===== src/rtl/vp8_rtp_packetizer_macros.svh =====
`ifndef VP8_RTP_PACKETIZER_MACROS_SVH
`define VP8_RTP_PACKETIZER_MACROS_SVH

`ifndef SYNTH

// same-cycle implication, disabled during reset
`define VP8RTP_ASSERT_IMP(label, clk, rst, ante, cons) \
  label: assert property (@(posedge clk) disable iff (rst) (ante) |-> (cons)) \
    else $error("%m: implication check failed");

// next-cycle implication, disabled during reset
`define VP8RTP_ASSERT_NXT(label, clk, rst, ante, cons) \
  label: assert property (@(posedge clk) disable iff (rst) (ante) |=> (cons)) \
    else $error("%m: next-cycle check failed");

`else

`define VP8RTP_ASSERT_IMP(label, clk, rst, ante, cons)
`define VP8RTP_ASSERT_NXT(label, clk, rst, ante, cons)

`endif

`endif


===== src/rtl/vp8rtp_pkg.sv =====
package vp8rtp_pkg;

  // register indexes on the configuration port
  typedef enum logic [2:0] {
    CFG_MAX_PAYLOAD    = 3'd0,
    CFG_TIMESTAMP_STEP = 3'd1,
    CFG_BUFFER_LIMIT   = 3'd2,
    CFG_PAYLOAD_TYPE   = 3'd3,
    CFG_SOURCE_ID      = 3'd4
  } cfg_idx_t;

  localparam logic [10:0] MAX_PAYLOAD_RESET    = 11'd1100;
  localparam logic [15:0] TIMESTAMP_STEP_RESET = 16'd3000;
  localparam logic [23:0] BUFFER_LIMIT_RESET   = 24'd5000000;
  localparam logic [6:0]  PAYLOAD_TYPE_RESET   = 7'd96;
  localparam logic [31:0] SOURCE_ID_RESET      = 32'd0;

  localparam logic [10:0] PAYLOAD_CAP    = 11'd1187;
  localparam logic [7:0]  RTP_VER_BYTE   = 8'h80;
  localparam logic [7:0]  DESC_FIRST     = 8'h10;
  localparam logic [7:0]  DESC_CONT      = 8'h00;
  localparam int          HEADER_LEN     = 13;

  // position of the byte on the output within one result run
  typedef enum logic [3:0] {
    POS_VER     = 4'd0,
    POS_PT      = 4'd1,
    POS_SEQ_HI  = 4'd2,
    POS_SEQ_LO  = 4'd3,
    POS_TS_3    = 4'd4,
    POS_TS_2    = 4'd5,
    POS_TS_1    = 4'd6,
    POS_TS_0    = 4'd7,
    POS_SSRC_3  = 4'd8,
    POS_SSRC_2  = 4'd9,
    POS_SSRC_1  = 4'd10,
    POS_SSRC_0  = 4'd11,
    POS_DESC    = 4'd12,
    POS_DATA    = 4'd13
  } pos_t;

  typedef struct packed {
    logic [10:0] max_payload;
    logic [15:0] timestamp_step;
    logic [23:0] buffer_limit;
    logic [6:0]  payload_type;
    logic [31:0] source_id;
  } cfg_t;

  // what the emitter needs for one payload byte, besides payload type and source id from cfg
  typedef struct packed {
    logic        has_hdr;
    logic [15:0] seq;
    logic [31:0] ts;
    logic        marker;
    logic        first;
    logic [7:0]  data;
    logic        pkt_end;
  } res_t;

endpackage


===== src/rtl/vp8rtp_cfg.sv =====
module vp8rtp_cfg (
  input  logic              clk,
  input  logic              rst,
  input  logic              wr_en,
  input  logic [2:0]        wr_index,
  input  logic [31:0]       wr_data,
  output vp8rtp_pkg::cfg_t  cfg
);
  import vp8rtp_pkg::*;

  always_ff @(posedge clk) begin
    if (rst) begin
      cfg.max_payload    <= MAX_PAYLOAD_RESET;
      cfg.timestamp_step <= TIMESTAMP_STEP_RESET;
      cfg.buffer_limit   <= BUFFER_LIMIT_RESET;
      cfg.payload_type   <= PAYLOAD_TYPE_RESET;
      cfg.source_id      <= SOURCE_ID_RESET;
    end else if (wr_en) begin
      unique case (wr_index)
        CFG_MAX_PAYLOAD:    cfg.max_payload    <= wr_data[10:0];
        CFG_TIMESTAMP_STEP: cfg.timestamp_step <= wr_data[15:0];
        CFG_BUFFER_LIMIT:   cfg.buffer_limit   <= wr_data[23:0];
        CFG_PAYLOAD_TYPE:   cfg.payload_type   <= wr_data[6:0];
        CFG_SOURCE_ID:      cfg.source_id      <= wr_data;
        default: ;
      endcase
    end
  end

endmodule


===== src/rtl/vp8rtp_ctrl.sv =====
module vp8rtp_ctrl #(
  parameter int MAX_FRAME_BYTES = 2097151
) (
  input  logic              clk,
  input  logic              rst,
  input  vp8rtp_pkg::cfg_t  cfg,
  input  logic              accept,
  input  logic              func,
  input  logic [20:0]       frame_bytes,
  input  logic signed [24:0] buffered_level,
  input  logic [7:0]        payload_byte,
  output logic              produce,
  output vp8rtp_pkg::res_t  res
);
  import vp8rtp_pkg::*;

  localparam int REM_W = $clog2(MAX_FRAME_BYTES + 1);
  localparam int CW    = (REM_W > 12) ? REM_W : 12;

  logic [15:0]      sequence_number, sequence_number_next;
  logic [31:0]      rtp_timestamp, rtp_timestamp_next;
  logic [REM_W-1:0] bytes_remaining, bytes_remaining_next;
  logic [10:0]      chunk_fill, chunk_fill_next;
  logic             frame_active, frame_active_next;
  logic             first_chunk, first_chunk_next;

  logic [10:0]      eff_max;
  logic [REM_W-1:0] len;
  logic             drop;
  logic [16:0]      ts_inc;
  logic [11:0]      fill_inc;
  logic [REM_W-1:0] rem_dec;
  logic             marker, pkt_end, last_byte;

  always_comb begin
    if (cfg.max_payload == 11'd0) eff_max = 11'd1;
    else if (cfg.max_payload > PAYLOAD_CAP) eff_max = PAYLOAD_CAP;
    else eff_max = cfg.max_payload;
  end

  // clamp oversized frames
  assign len = (32'(frame_bytes) > 32'(MAX_FRAME_BYTES)) ? REM_W'(MAX_FRAME_BYTES)
                                                          : REM_W'(frame_bytes);
  assign drop = buffered_level[24] || (buffered_level[23:0] > cfg.buffer_limit)
                || (len == '0);

  assign fill_inc  = {1'b0, chunk_fill} + 12'd1;
  assign rem_dec   = bytes_remaining - REM_W'(1);
  assign last_byte = (bytes_remaining == REM_W'(1));
  assign marker    = CW'(bytes_remaining) <= CW'(eff_max);
  assign pkt_end   = (fill_inc >= {1'b0, eff_max}) || last_byte;
  assign produce   = accept && func && frame_active;

  always_comb begin
    sequence_number_next = sequence_number;
    bytes_remaining_next = bytes_remaining;
    chunk_fill_next      = chunk_fill;
    frame_active_next    = frame_active;
    first_chunk_next     = first_chunk;
    ts_inc               = 17'd0;
    if (accept && !func) begin
      // abandoned frame and dropped frame each advance the timestamp
      case ({frame_active, drop}) inside
        2'b11:        ts_inc = {cfg.timestamp_step, 1'b0};
        2'b10, 2'b01: ts_inc = {1'b0, cfg.timestamp_step};
        default:      ts_inc = 17'd0;
      endcase
      frame_active_next    = !drop;
      chunk_fill_next      = '0;
      first_chunk_next     = 1'b1;
      bytes_remaining_next = drop ? '0 : len;
    end else if (produce) begin
      bytes_remaining_next = rem_dec;
      if (pkt_end) begin
        sequence_number_next = sequence_number + 16'd1;
        chunk_fill_next      = '0;
        first_chunk_next     = 1'b0;
        if (last_byte) begin
          frame_active_next = 1'b0;
          first_chunk_next  = 1'b1;
          ts_inc            = {1'b0, cfg.timestamp_step};
        end
      end else begin
        chunk_fill_next = fill_inc[10:0];
      end
    end
    rtp_timestamp_next = rtp_timestamp + 32'(ts_inc);
  end

  always_ff @(posedge clk) begin
    if (rst) begin
      sequence_number <= '0;
      rtp_timestamp   <= '0;
      bytes_remaining <= '0;
      chunk_fill      <= '0;
      frame_active    <= 1'b0;
      first_chunk     <= 1'b1;
    end else begin
      sequence_number <= sequence_number_next;
      rtp_timestamp   <= rtp_timestamp_next;
      bytes_remaining <= bytes_remaining_next;
      chunk_fill      <= chunk_fill_next;
      frame_active    <= frame_active_next;
      first_chunk     <= first_chunk_next;
    end
  end

  assign res.has_hdr = (chunk_fill == '0);
  assign res.seq     = sequence_number;
  assign res.ts      = rtp_timestamp;
  assign res.marker  = marker;
  assign res.first   = first_chunk;
  assign res.data    = payload_byte;
  assign res.pkt_end = pkt_end;

endmodule


===== src/rtl/vp8rtp_emit.sv =====
module vp8rtp_emit (
  input  logic              clk,
  input  logic              rst,
  input  vp8rtp_pkg::cfg_t  cfg,
  input  logic              load,
  input  vp8rtp_pkg::res_t  res_in,
  output logic              free,
  output logic              out_valid,
  input  logic              out_ready,
  output logic [7:0]        out_byte,
  output logic              is_header,
  output logic              packet_end,
  output logic              run_last
);
  import vp8rtp_pkg::*;

  res_t res;
  pos_t pos;
  logic busy;

  assign free = !busy || (out_ready && pos == POS_DATA);

  always_ff @(posedge clk) begin
    if (rst) begin
      busy <= 1'b0;
      pos  <= POS_DATA;
    end else if (load) begin
      busy <= 1'b1;
      pos  <= res_in.has_hdr ? POS_VER : POS_DATA;
    end else if (busy && out_ready) begin
      if (pos == POS_DATA) busy <= 1'b0;
      else pos <= pos_t'(pos + 4'd1);
    end
  end

  always_ff @(posedge clk) begin
    if (load) res <= res_in;
  end

  always_comb begin
    unique case (pos)
      POS_VER:    out_byte = RTP_VER_BYTE;
      POS_PT:     out_byte = {res.marker, cfg.payload_type};
      POS_SEQ_HI: out_byte = res.seq[15:8];
      POS_SEQ_LO: out_byte = res.seq[7:0];
      POS_TS_3:   out_byte = res.ts[31:24];
      POS_TS_2:   out_byte = res.ts[23:16];
      POS_TS_1:   out_byte = res.ts[15:8];
      POS_TS_0:   out_byte = res.ts[7:0];
      POS_SSRC_3: out_byte = cfg.source_id[31:24];
      POS_SSRC_2: out_byte = cfg.source_id[23:16];
      POS_SSRC_1: out_byte = cfg.source_id[15:8];
      POS_SSRC_0: out_byte = cfg.source_id[7:0];
      POS_DESC:   out_byte = res.first ? DESC_FIRST : DESC_CONT;
      POS_DATA:   out_byte = res.data;
      default:    out_byte = res.data;
    endcase
  end

  assign out_valid  = busy;
  assign is_header  = (pos != POS_DATA);
  assign run_last   = (pos == POS_DATA);
  assign packet_end = (pos == POS_DATA) && res.pkt_end;

endmodule


===== src/rtl/vp8_rtp_packetizer.sv =====
// vp8 rtp packetizer: turns a stream of frame-start and payload-byte items into a
// byte stream of rtp packets (13-byte header, then up to max_payload payload bytes).
// frame starts, ignored bytes and payload bytes that continue a chunk may arrive back
// to back; a payload byte that opens a chunk puts 14 bytes (header plus the byte)
// through the byte-wide output register and keeps in_ready low while its header is
// sent, so while out_ready holds the rate is one item per cycle within a chunk. an
// item is taken in the same cycle that the previous run's last byte is transferred.
// configuration writes are accepted in every cycle and must only be made while idle.
module vp8_rtp_packetizer #(
  parameter int MAX_FRAME_BYTES = 2097151
) (
  input  logic               clk,
  input  logic               rst,
  // configuration write channel
  input  logic               cfg_valid,
  output logic               cfg_ready,
  input  logic [2:0]         cfg_index,
  input  logic [31:0]        cfg_data,
  // input items
  input  logic               in_valid,
  output logic               in_ready,
  input  logic               func,
  input  logic [20:0]        frame_bytes,
  input  logic signed [24:0] buffered_level,
  input  logic [7:0]         payload_byte,
  // result bytes
  output logic               out_valid,
  input  logic               out_ready,
  output logic [7:0]         out_byte,
  output logic               is_header,
  output logic               packet_end,
  output logic               run_last
);
  import vp8rtp_pkg::*;

`include "vp8_rtp_packetizer_macros.svh"

  cfg_t cfg;
  res_t res;
  logic accept;
  logic produce;
  logic free;

  // register writes never stall
  assign cfg_ready = 1'b1;

  vp8rtp_cfg u_cfg (
    .clk      (clk),
    .rst      (rst),
    .wr_en    (cfg_valid && cfg_ready),
    .wr_index (cfg_index),
    .wr_data  (cfg_data),
    .cfg      (cfg)
  );

  // an input transfer can happen whenever the output run is done or finishing
  assign in_ready = free;
  assign accept   = in_valid && in_ready;

  // frame and chunk state, updated at the input transfer
  vp8rtp_ctrl #(
    .MAX_FRAME_BYTES (MAX_FRAME_BYTES)
  ) u_ctrl (
    .clk            (clk),
    .rst            (rst),
    .cfg            (cfg),
    .accept         (accept),
    .func           (func),
    .frame_bytes    (frame_bytes),
    .buffered_level (buffered_level),
    .payload_byte   (payload_byte),
    .produce        (produce),
    .res            (res)
  );

  // header and payload serialiser behind the output register
  vp8rtp_emit u_emit (
    .clk        (clk),
    .rst        (rst),
    .cfg        (cfg),
    .load       (produce),
    .res_in     (res),
    .free       (free),
    .out_valid  (out_valid),
    .out_ready  (out_ready),
    .out_byte   (out_byte),
    .is_header  (is_header),
    .packet_end (packet_end),
    .run_last   (run_last)
  );

  // a new item only enters while the last byte of the previous run leaves
  `VP8RTP_ASSERT_IMP(a_ready_on_last, clk, rst, in_ready && out_valid, out_ready && run_last)
  // header bytes never close a packet
  `VP8RTP_ASSERT_IMP(a_end_is_payload, clk, rst, out_valid && packet_end, !is_header && run_last)
  // a header byte that is taken is always followed by more of the run
  `VP8RTP_ASSERT_NXT(a_header_runs_on, clk, rst, out_valid && out_ready && is_header, out_valid)

endmodule


===== config.mk =====
export PLATFORM = sky130hd
export DESIGN_NAME = vp8_rtp_packetizer
export DESIGN_NICKNAME = d
export VERILOG_FILES = /design/src/rtl/vp8rtp_pkg.sv /design/src/rtl/vp8rtp_cfg.sv /design/src/rtl/vp8rtp_ctrl.sv /design/src/rtl/vp8rtp_emit.sv /design/src/rtl/vp8_rtp_packetizer.sv
export VERILOG_INCLUDE_DIRS = /design/src /design/src/rtl
export SDC_FILE = /design/constraint.sdc
export NUM_CORES = 1
export LEC_CHECK = 0
export ABC_AREA = 1
export BUFFER_PORTS_ARGS = -buffer_cell sky130_fd_sc_hd__buf_2
export CAP_MARGIN = 30
export CORE_ASPECT_RATIO = 0.7
export CORE_MARGIN = 10
export CORE_UTILIZATION = 57
export CTS_BUF_LIST = sky130_fd_sc_hd__clkbuf_4
export CTS_CLUSTER_DIAMETER = 100
export DETAILED_ROUTE_END_ITERATION = 12
export GPL_ROUTABILITY_DRIVEN = 0
export PLACE_DENSITY = 0.84
export SETUP_SLACK_MARGIN = 0.1
export SLEW_MARGIN = 20
export SYNTH_ARGS = -nofsm -noshare
export SYNTH_HDL_FRONTEND = slang
export SYNTH_HIERARCHICAL = 1
export SYNTH_SLANG_ARGS = --single-unit

===== constraint.sdc =====
create_clock -name clk -period 4.2 [get_ports clk]
set_input_delay 0.42 -clock clk [delete_from_list [all_inputs] [get_ports clk]]
set_output_delay 0.42 -clock clk [all_outputs]
set_load 0.01 [all_outputs]

==> summary.md, run 1 <==
* 0.935 ns — Tightest Pin Transition
* 3 — Worst Hold Path Cells
* 5.13 mm — routed length on met3
* met4 — topmost layer with routed signal wires
* 0.0308 mm² — DIE AREA
* 4 — peak fanout along the critical path
* completed — outcome
* 2267 — Nets
* 0 — hold violation total from the final report
* 56 — Inserted Clock Buffers
* simple AND/OR/NAND/NOR gates — critical path's top delay family
* 14.1% — synth-to-layout area growth
* 91.0% — Final Cycle Share
* 58.0% — effective utilization at floorplan
* 319 mW/mm² — power density normalized to cell area
* 5000 µW — overall power
* 4.82 ns — data required time of the worst path
* 24 — worst reg-to-reg path cell count
* 206 µm — Die W
* 0.172 mV — Peak supply drop
* inv_1 > ha_1 > nand2_1 > nor2_2 > nand2_1 > nor3_2 > nand3_1 > nand2_2 > nand2_1 > ha_1 > a21oi_2 > buf_4 > nor2_1 > ha_1 > fa_1 > nand2_1 > nand2_1 > o21ai_2 > inv_1 > nand4_1 > nand3_2 > and2b_2 > a21oi_1 > nor2_1 — CP Cell Sequence
* 37.6% — relative slew slack
* 0.40 ns — delay of the slowest critical-path stage
* 236 — number of clock sinks
* input pin to flip-flop — worst min path class
* 262 MHz — maximum clock frequency
* 65.3 mm — first-pass GRT wire length
* 1 — initial antenna violation count
* 0 — Congestion Overflow GR
* 14.1% — layout cells sized above 1
* u_cfg/cfg[54] — launch instance of the worst register-to-register path
* 0.0237 mm² — placeable core region
* 0 — residual DRC count
* flip-flop — crit start category
* 0.0334 ns — clock skew
* 6 — drt pass-1 iters
* 0.0138 mm² — post-synthesis instance area
* 0.38 ns — Reg2Reg Setup Slack
* 12914 — number of global-route vias before repair
* 0 — final setup violation count
* 1942 — number of standard cells after synthesis
* 0% — share of async-settable or async-resettable flops after synthesis
* 0.07 ns — clock-pin slew on the worst setup and hold paths
* 1869 — violation count after the first detailed-routing iteration
* flip-flop — Worst Setup End Kind
* 59 — number of flops mapped to enable cells by yosys
* 3 — maximum root-to-sink buffer count
* 150 µm — die height
* 7.08 µm² — mean instance size in the synthesized netlist
* 3.82 ns — shortest period the worst path allows
* sky130_fd_sc_hd__dfxtp_1 — main flop type after synthesis
* 236 — post-synthesis sequential element count
* 24 — critical path depth in cells
* 0.74 ns — clk_lat worst skew
* 0 ns — summed negative setup slack over all endpoints
* sky130_fd_sc_hd__fa_1 — CP max stage cell
* 17.4 mm — Detail Route met2 WL
* 4.44 ns — Data arrival, critical path
* 48.8% — sequential share of power
* 47 — number of placement rows
* 51 — Cell variety after synth
* 3 — crit path buf inv count
* 16.7 µm — detail-routed net length per standard cell
* 0 — final antenna-violating net count
* u_ctrl/rtp_timestamp[30] — Reg-to-Reg End
* u_cfg/cfg[54] — Crit. Startpoint
* 5.68 — vias per cell
* 38.3% — Clock Power Share
* 0.00709 µW — Pleak
* 13.0% — portion of total power attributed to combinational logic
* 3560 µW — internal power summed over all cells
* u_ctrl/rtp_timestamp[30] — capturing instance or port of the critical path
* 0 — max-cap viol count
* 30.0 mm — post-detailed-placement half-perimeter wirelength
* 6 — synth warn
* 28.8% — fraction of power spent switching nets
* sky130_fd_sc_hd__nand2_1 — library cell appearing most often on the critical path
* 17.7 mm — Post-Route M1 WL
* 0 — Max Slew Vio Count
* yes — CTS tree
* 2111 — net count after synthesis
* false — RSZ-0062 raised after global routing
* 2 — number of H-tree levels
* 41.2 mm — routed wire length
* flip-flop to flip-flop — start-to-end type of the worst setup path
* 1440 µW — switching power
* 109 — top-level port count
* 13985 — via count
* 107 — count of buffers inserted at the top-level ports
* 70 — pin count of the biggest net entering global routing
* 38.7% — sequential fraction of the synthesis area
* 26.0% — GRT Resource Usage Total
* sky130_fd_sc_hd__clkbuf_4 — cell at the root of the clock tree
[cell families (layout without fill, tap and decap cells)]
family / after synthesis / after routing / share of synthesized area (%)
and+or+nand+nor: 1063 / 1063 / 34.2
buffers and inverters: 299 / 500 / 9.22
AOI/OAI and AO/OA: 245 / 245 / 9.59
DFF: 236 / 236 / 38.7
adders and majority gates: 74 / 74 / 6.79
xor gates and xnor gates: 24 / 24 / 1.53
other: 1 / 2 / 0.0273
[cell usage in the layout (no fill, tap or decap), types with 4 or more instances in the layout]
cell / n
sky130_fd_sc_hd__a21oi_1: 117
sky130_fd_sc_hd__buf_2: 108
sky130_fd_sc_hd__buf_4: 38
sky130_fd_sc_hd__clkbuf_4: 86
sky130_fd_sc_hd__clkinv_1: 13
sky130_fd_sc_hd__dfxtp_1: 177
sky130_fd_sc_hd__dlygate4sd3_1: 32
sky130_fd_sc_hd__edfxtp_1: 59
sky130_fd_sc_hd__ha_1: 73
sky130_fd_sc_hd__inv_1: 197
sky130_fd_sc_hd__inv_2: 17
sky130_fd_sc_hd__nand2_1: 409
sky130_fd_sc_hd__nand2_2: 8
sky130_fd_sc_hd__nand3_1: 192
sky130_fd_sc_hd__nand3_2: 5
sky130_fd_sc_hd__nand3b_1: 14
sky130_fd_sc_hd__nand4_1: 74
sky130_fd_sc_hd__nor2_1: 304
sky130_fd_sc_hd__nor2_2: 11
sky130_fd_sc_hd__nor2_4: 8
sky130_fd_sc_hd__nor3_1: 15
sky130_fd_sc_hd__nor4_1: 7
sky130_fd_sc_hd__o21a_1: 7
sky130_fd_sc_hd__o21ai_0: 60
sky130_fd_sc_hd__o21ai_1: 21
sky130_fd_sc_hd__o22ai_1: 13
sky130_fd_sc_hd__o31ai_1: 4
sky130_fd_sc_hd__xnor2_1: 9
sky130_fd_sc_hd__xor2_1: 15
[stage by stage]
stage / utilization, % / setup WS [ns] / instance area [µm²] / hold slack [ns] / std cells
final: 66.2 / 0.379 / 15700 / 0.0234 / 2462
after CTS: 65.8 / 0.242 / 15600 / 0.0000276 / 2458
after global routing: 66.2 / 0.0814 / 15700 / 0.0243 / 2462
after floorplan: - / 0.229 / 13800 / 0.415 / 1942
after global placement: 61.3 / 0.251 / 14500 / 0.427 / 2321
after detailed placement: 61.4 / 0.145 / 14600 / 0.433 / 2323
[worst min path at each step]
stage / from / to / slack (ns)
after detailed placement: u_ctrl/rtp_timestamp[9] / u_emit/res[20] / 0.43
after global placement: u_ctrl/rtp_timestamp[9] / u_emit/res[20] / 0.43
after floorplan: u_ctrl/rtp_timestamp[0] / u_emit/res[11] / 0.41
final: frame_bytes[7] / u_ctrl/bytes_remaining[7] / 0.02
after CTS: frame_bytes[16] / u_ctrl/bytes_remaining[16] / 0.00003
after global routing: frame_bytes[16] / u_ctrl/bytes_remaining[16] / 0.02
[synthesized netlist by cell type (24+ instances only)]
library cell               number  area share [%]
sky130_fd_sc_hd__nand3_1      194             7.1
sky130_fd_sc_hd__nor2_1       308             8.4
sky130_fd_sc_hd__dfxtp_1      177              26
sky130_fd_sc_hd__o21ai_0       61             2.2
sky130_fd_sc_hd__ha_1          73             6.6
sky130_fd_sc_hd__nand4_1       74             3.4
sky130_fd_sc_hd__nand2_1      410              11
sky130_fd_sc_hd__edfxtp_1      59              13
sky130_fd_sc_hd__clkbuf_1      31            0.85
sky130_fd_sc_hd__a21oi_1      119             4.3
sky130_fd_sc_hd__buf_4         24             1.3
sky130_fd_sc_hd__inv_1        198             5.4
[power by group through the flow]
stage          clock network (µW)  logic [µW]  registers, µW
6_report                     1910         649           2440
5_1_grt                      2050         727           2440
4_1_cts                      1930         624           2440
3_5_place_dp                    0         596           2490
3_3_place_gp                    0         570           2490
2_1_floorplan                   0         416           2460
[timing repair]
| item | 4_1_cts | 5_1_grt |
|---|---|---|
| buffers inserted | 0 | 1 |
| resized for setup | 0 | 19 |
| hold endpoints to repair | 38 | 0 |
| endpoints found under the setup margin | 0 | 42 |
| hold buffers | 32 | 0 |
[state kept, by name, summed over array words and instances, names as in the netlist]
| register | cells |
|---|---|
| u_ctrl/rtp_timestamp | 32 |
| u_emit/pos | 4 |
| u_ctrl/bytes_remaining | 21 |
| u_ctrl/first_chunk | 1 |
| u_cfg/cfg | 90 |
| u_emit/out_valid | 1 |
| u_ctrl/frame_active | 1 |
| u_emit/res | 59 |
| u_ctrl/sequence_number | 16 |
| u_ctrl/chunk_fill | 11 |
[tightest hold or removal path, cell delays in order]
cell and delay, ns:
sky130_fd_sc_hd__buf_2 0.11, sky130_fd_sc_hd__nand4_1 0.11, sky130_fd_sc_hd__a21oi_1 0.06
[cell type report]
| class | count | area (µm²) |
|---|---|---|
| clock inverters | 17 | 75.1 |
| clock buffers | 86 | 646 |
| multi-input cells | 1407 | 7230 |
| inverters | 214 | 803 |
| flip-flops and latches | 236 | 5320 |
| diodes | 1 | 2.50 |
| repair buffers | 183 | 1220 |
| well taps | 318 | 398 |
| fillers | 2029 | 8010 |
[metal layers]
layer,vias to the layer above,GRT usage (%)
li1,6732,-
met1,6347,36.1
met3,97,6.63
met5,-,0
met4,0,8.54
met2,809,38.5
Power figures use the tool's default switching activity.
==> run 2, diff against run 1 <==
--- a/config.mk
+++ b/config.mk
@@ -11,15 +11,14 @@
 export CAP_MARGIN = 30
 export CORE_ASPECT_RATIO = 0.7
 export CORE_MARGIN = 10
-export CORE_UTILIZATION = 57
+export CORE_UTILIZATION = 40
 export CTS_BUF_LIST = sky130_fd_sc_hd__clkbuf_4
 export CTS_CLUSTER_DIAMETER = 100
 export DETAILED_ROUTE_END_ITERATION = 12
 export GPL_ROUTABILITY_DRIVEN = 0
-export PLACE_DENSITY = 0.84
+export PLACE_DENSITY = 0.64
 export SETUP_SLACK_MARGIN = 0.1
 export SLEW_MARGIN = 20
 export SYNTH_ARGS = -nofsm -noshare
 export SYNTH_HDL_FRONTEND = slang
-export SYNTH_HIERARCHICAL = 1
 export SYNTH_SLANG_ARGS = --single-unit
==> summary.md, run 2 <==
* 5.31 — vias per cell
* sky130_fd_sc_hd__dfxtp_1 28%, sky130_fd_sc_hd__edfxtp_1 14%, sky130_fd_sc_hd__ha_1 7.2% — leading post-synthesis cells by cell area
* sky130_fd_sc_hd__dfxtp_1 — Synth area leader
* 3 — Worst Hold Path Cells
* 92.7% — Final Cycle Share
* 23 — worst reg-to-reg path cell count
* yes — CTS tree
* flip-flop to flip-flop — start-to-end type of the worst setup path
* 0 — max-cap viol count
* 3090 — number of fillers in the final layout
* 236 — post-synthesis sequential element count
* 4.47 ns — Data arrival, critical path
* sky130_fd_sc_hd__ha_1 — CP max stage cell
* u_ctrl.rtp_timestamp[30] — capturing instance or port of the critical path
* completed — outcome
* 326 mW/mm² — power density normalized to cell area
* 0 — hold violation total from the final report
* 0.08 ns — clock-pin slew on the worst setup and hold paths
* 0.81 ns — clk_lat worst skew
* 7 — peak fanout along the critical path
* 0.00640 µW — Pleak
* 42.0% — sequential fraction of the synthesis area
* 39.9 mm — routed wire length
* 0 — final setup violation count
* 19.5% — synth-to-layout area growth
* 5 — drt pass-1 iters
* 0.31 ns — Reg2Reg Setup Slack
* 0 — Congestion Overflow GR
* 0.0393 mm² — DIE AREA
* 2 — number of H-tree levels
* 12130 — via count
* 4.78 ns — data required time of the worst path
* 62.4 mm — first-pass GRT wire length
* 0 — final antenna-violating net count
* 217 x sky130_fd_sc_hd__nand2_1, 183 x sky130_fd_sc_hd__inv_1, 177 x sky130_fd_sc_hd__dfxtp_1 — top library cells by usage in the layout, fill and taps aside
* 59 — number of flops mapped to enable cells by yosys
* 3.89 ns — shortest period the worst path allows
* 0 — synth warn
* 0 — initial antenna violation count
* sky130_fd_sc_hd__dfxtp_1 — main flop type after synthesis
* 0 — Max Slew Vio Count
* 0.0312 mm² — placeable core region
* 225 x sky130_fd_sc_hd__nand2_1, 185 x sky130_fd_sc_hd__inv_1, 183 x sky130_fd_sc_hd__nor2_1, 177 x sky130_fd_sc_hd__dfxtp_1, 156 x sky130_fd_sc_hd__o21ai_0 — most used standard cells in the synthesized netlist
* 0.152 mV — Peak supply drop
* 0% — share of async-settable or async-resettable flops after synthesis
* flip-flop — Worst Setup End Kind
* 0 — final antenna diode count
* 233 µm — Die W
* 28.0% — proportion of netlist area held by the largest area contributor
* 107 — count of buffers inserted at the top-level ports
* 3 — maximum root-to-sink buffer count
* inv_1 > ha_1 > nand2_1 > nor2_1 > nand4_1 > nor2_1 > nand2_1 > nand3_1 > nand2_2 > nand2_1 > ha_1 > nor3b_1 > a21oi_2 > buf_6 > o22ai_1 > ha_1 > a21oi_2 > o21ai_1 > a21oi_1 > nand3_2 > and2_4 > a21oi_1 > nor2_1 — CP Cell Sequence
* 169 µm — die height
* true — RSZ-0062 raised after global routing
* 1621 — number of standard cells after synthesis
* 56 — Cell variety after synth
* sky130_fd_sc_hd__nand2_1 — count leader, synth
* sky130_fd_sc_hd__nand2_1 — most common cell after layout, fill and taps aside
* 236 — number of clock sinks
* u_cfg.cfg: 90 flops, u_emit.res: 59 flops, u_ctrl.rtp_timestamp: 32 flops — largest registers
* u_cfg.cfg[58] — launch instance of the worst register-to-register path
* 90 — flip-flop count of the largest register after layout
* 54 — number of placement rows
* 7.82 µm² — mean instance size in the synthesized netlist
* 0.124 ns — clock skew
* 0.37 ns — delay of the slowest critical-path stage
* u_ctrl.rtp_timestamp[30] — Reg-to-Reg End
* u_cfg.cfg[58] — Crit. Startpoint
* 48.5% — share of the core filled with cells
* 11394 — number of global-route vias before repair
* 109 — top-level port count
* sky130_fd_sc_hd__clkbuf_4 — cell at the root of the clock tree
* 0.892 ns — Tightest Pin Transition
* 1985 — Nets
* 4930 µW — overall power
* input pin to flip-flop — worst min path class
* 17.5 µm — detail-routed net length per standard cell
* flip-flop — crit start category
* 93 — pin count of the biggest net entering global routing
* 0 ns — summed negative setup slack over all endpoints
* 58 — Inserted Clock Buffers
* u_cfg.cfg — register ranked first by flip-flop count
* 40.3% — relative slew slack
* 28.8 mm — post-detailed-placement half-perimeter wirelength
* 1790 — net count after synthesis
* 0 — residual DRC count
* 0.0127 mm² — post-synthesis instance area
* 16.7% — layout cells sized above 1
* 40.6% — effective utilization at floorplan
* 1239 — violation count after the first detailed-routing iteration
* 19.7% — GRT Resource Usage Total
* 257 MHz — maximum clock frequency
## run 2: cell type report
type / instances / area (µm²) / share of cell area (%)
inverter: 191 / 718 / 4.74
tap: 420 / 526 / 3.47
clock inverter: 26 / 111 / 0.736
multi-input combinational: 1133 / 6490 / 42.9
timing repair buffer: 196 / 1370 / 9.06
clock buffer: 81 / 608 / 4.02
sequential: 236 / 5320 / 35.1
## run 2: per-stage QoR
stage	area (µm²)	hold WS (ns)	setup slack [ns]	cells
5_1_grt	15100	0.0198	-0.0159	2283
4_1_cts	14900	0.00766	0.281	2277
3_5_place_dp	13700	0.423	0.130	2114
6_report	15100	0.0531	0.306	2283
3_3_place_gp	13600	0.418	0.147	2113
2_1_floorplan	12700	0.406	0.114	1621
## run 2: worst min path at each step
stage,startpoint,endpoint,slack [ns]
6_report,cfg_data[6],u_cfg.cfg[6],0.05
5_1_grt,cfg_data[6],u_cfg.cfg[45],0.02
4_1_cts,cfg_data[6],u_cfg.cfg[6],0.008
2_1_floorplan,u_ctrl.sequence_number[6],u_emit.res[49],0.41
3_3_place_gp,u_ctrl.first_chunk,u_emit.res[9],0.42
3_5_place_dp,u_ctrl.first_chunk,u_emit.res[9],0.42
## run 2: metal layers
metal / vias to the layer above / GRT usage (%) / share of wire (%)
li1: 5996 / - / -
met1: 5619 / 29.4 / 49
met2: 453 / 27.5 / 40
met3: 62 / 4.64 / 8.8
met4: 0 / 5.18 / 1.9
met5: - / 0 / 0
## run 2: report_power, final
group	switching (µW)	leakage, µW	internal (µW)
clock	991	0.000424	898
sequential	44.5	0.00192	2380
combinational	380	0.00406	235
total	1420	0.00640	3520
## run 2: cell families (layout without fill, tap and decap cells)
family,Yosys count,after routing,share of synthesized area (%)
simple gates,614,614,21.8
compound gates,412,412,18.6
buf+inv,252,494,8.01
flops,236,236,42.0
fa+ha+maj,74,74,7.37
xor+xnor,30,30,2.07
mux,2,2,0.158
other cells,1,1,0.0296
## run 2: critical path, delay by kind of cell, from the launching register on
family	cells	cell delay, ns
and+or+nand+nor	12	1.28
adders and majority gates	3	0.87
AOI/OAI and AO/OA	6	1.06
buffers and inverters	2	0.24
DFF	1	0.31
## run 2: timing repair
item	4_1_cts	5_1_grt
hold buffers	56	0
endpoints found under the hold margin	67	0
setup endpoints to repair	0	21
resized for setup	0	55
buffers inserted	0	5
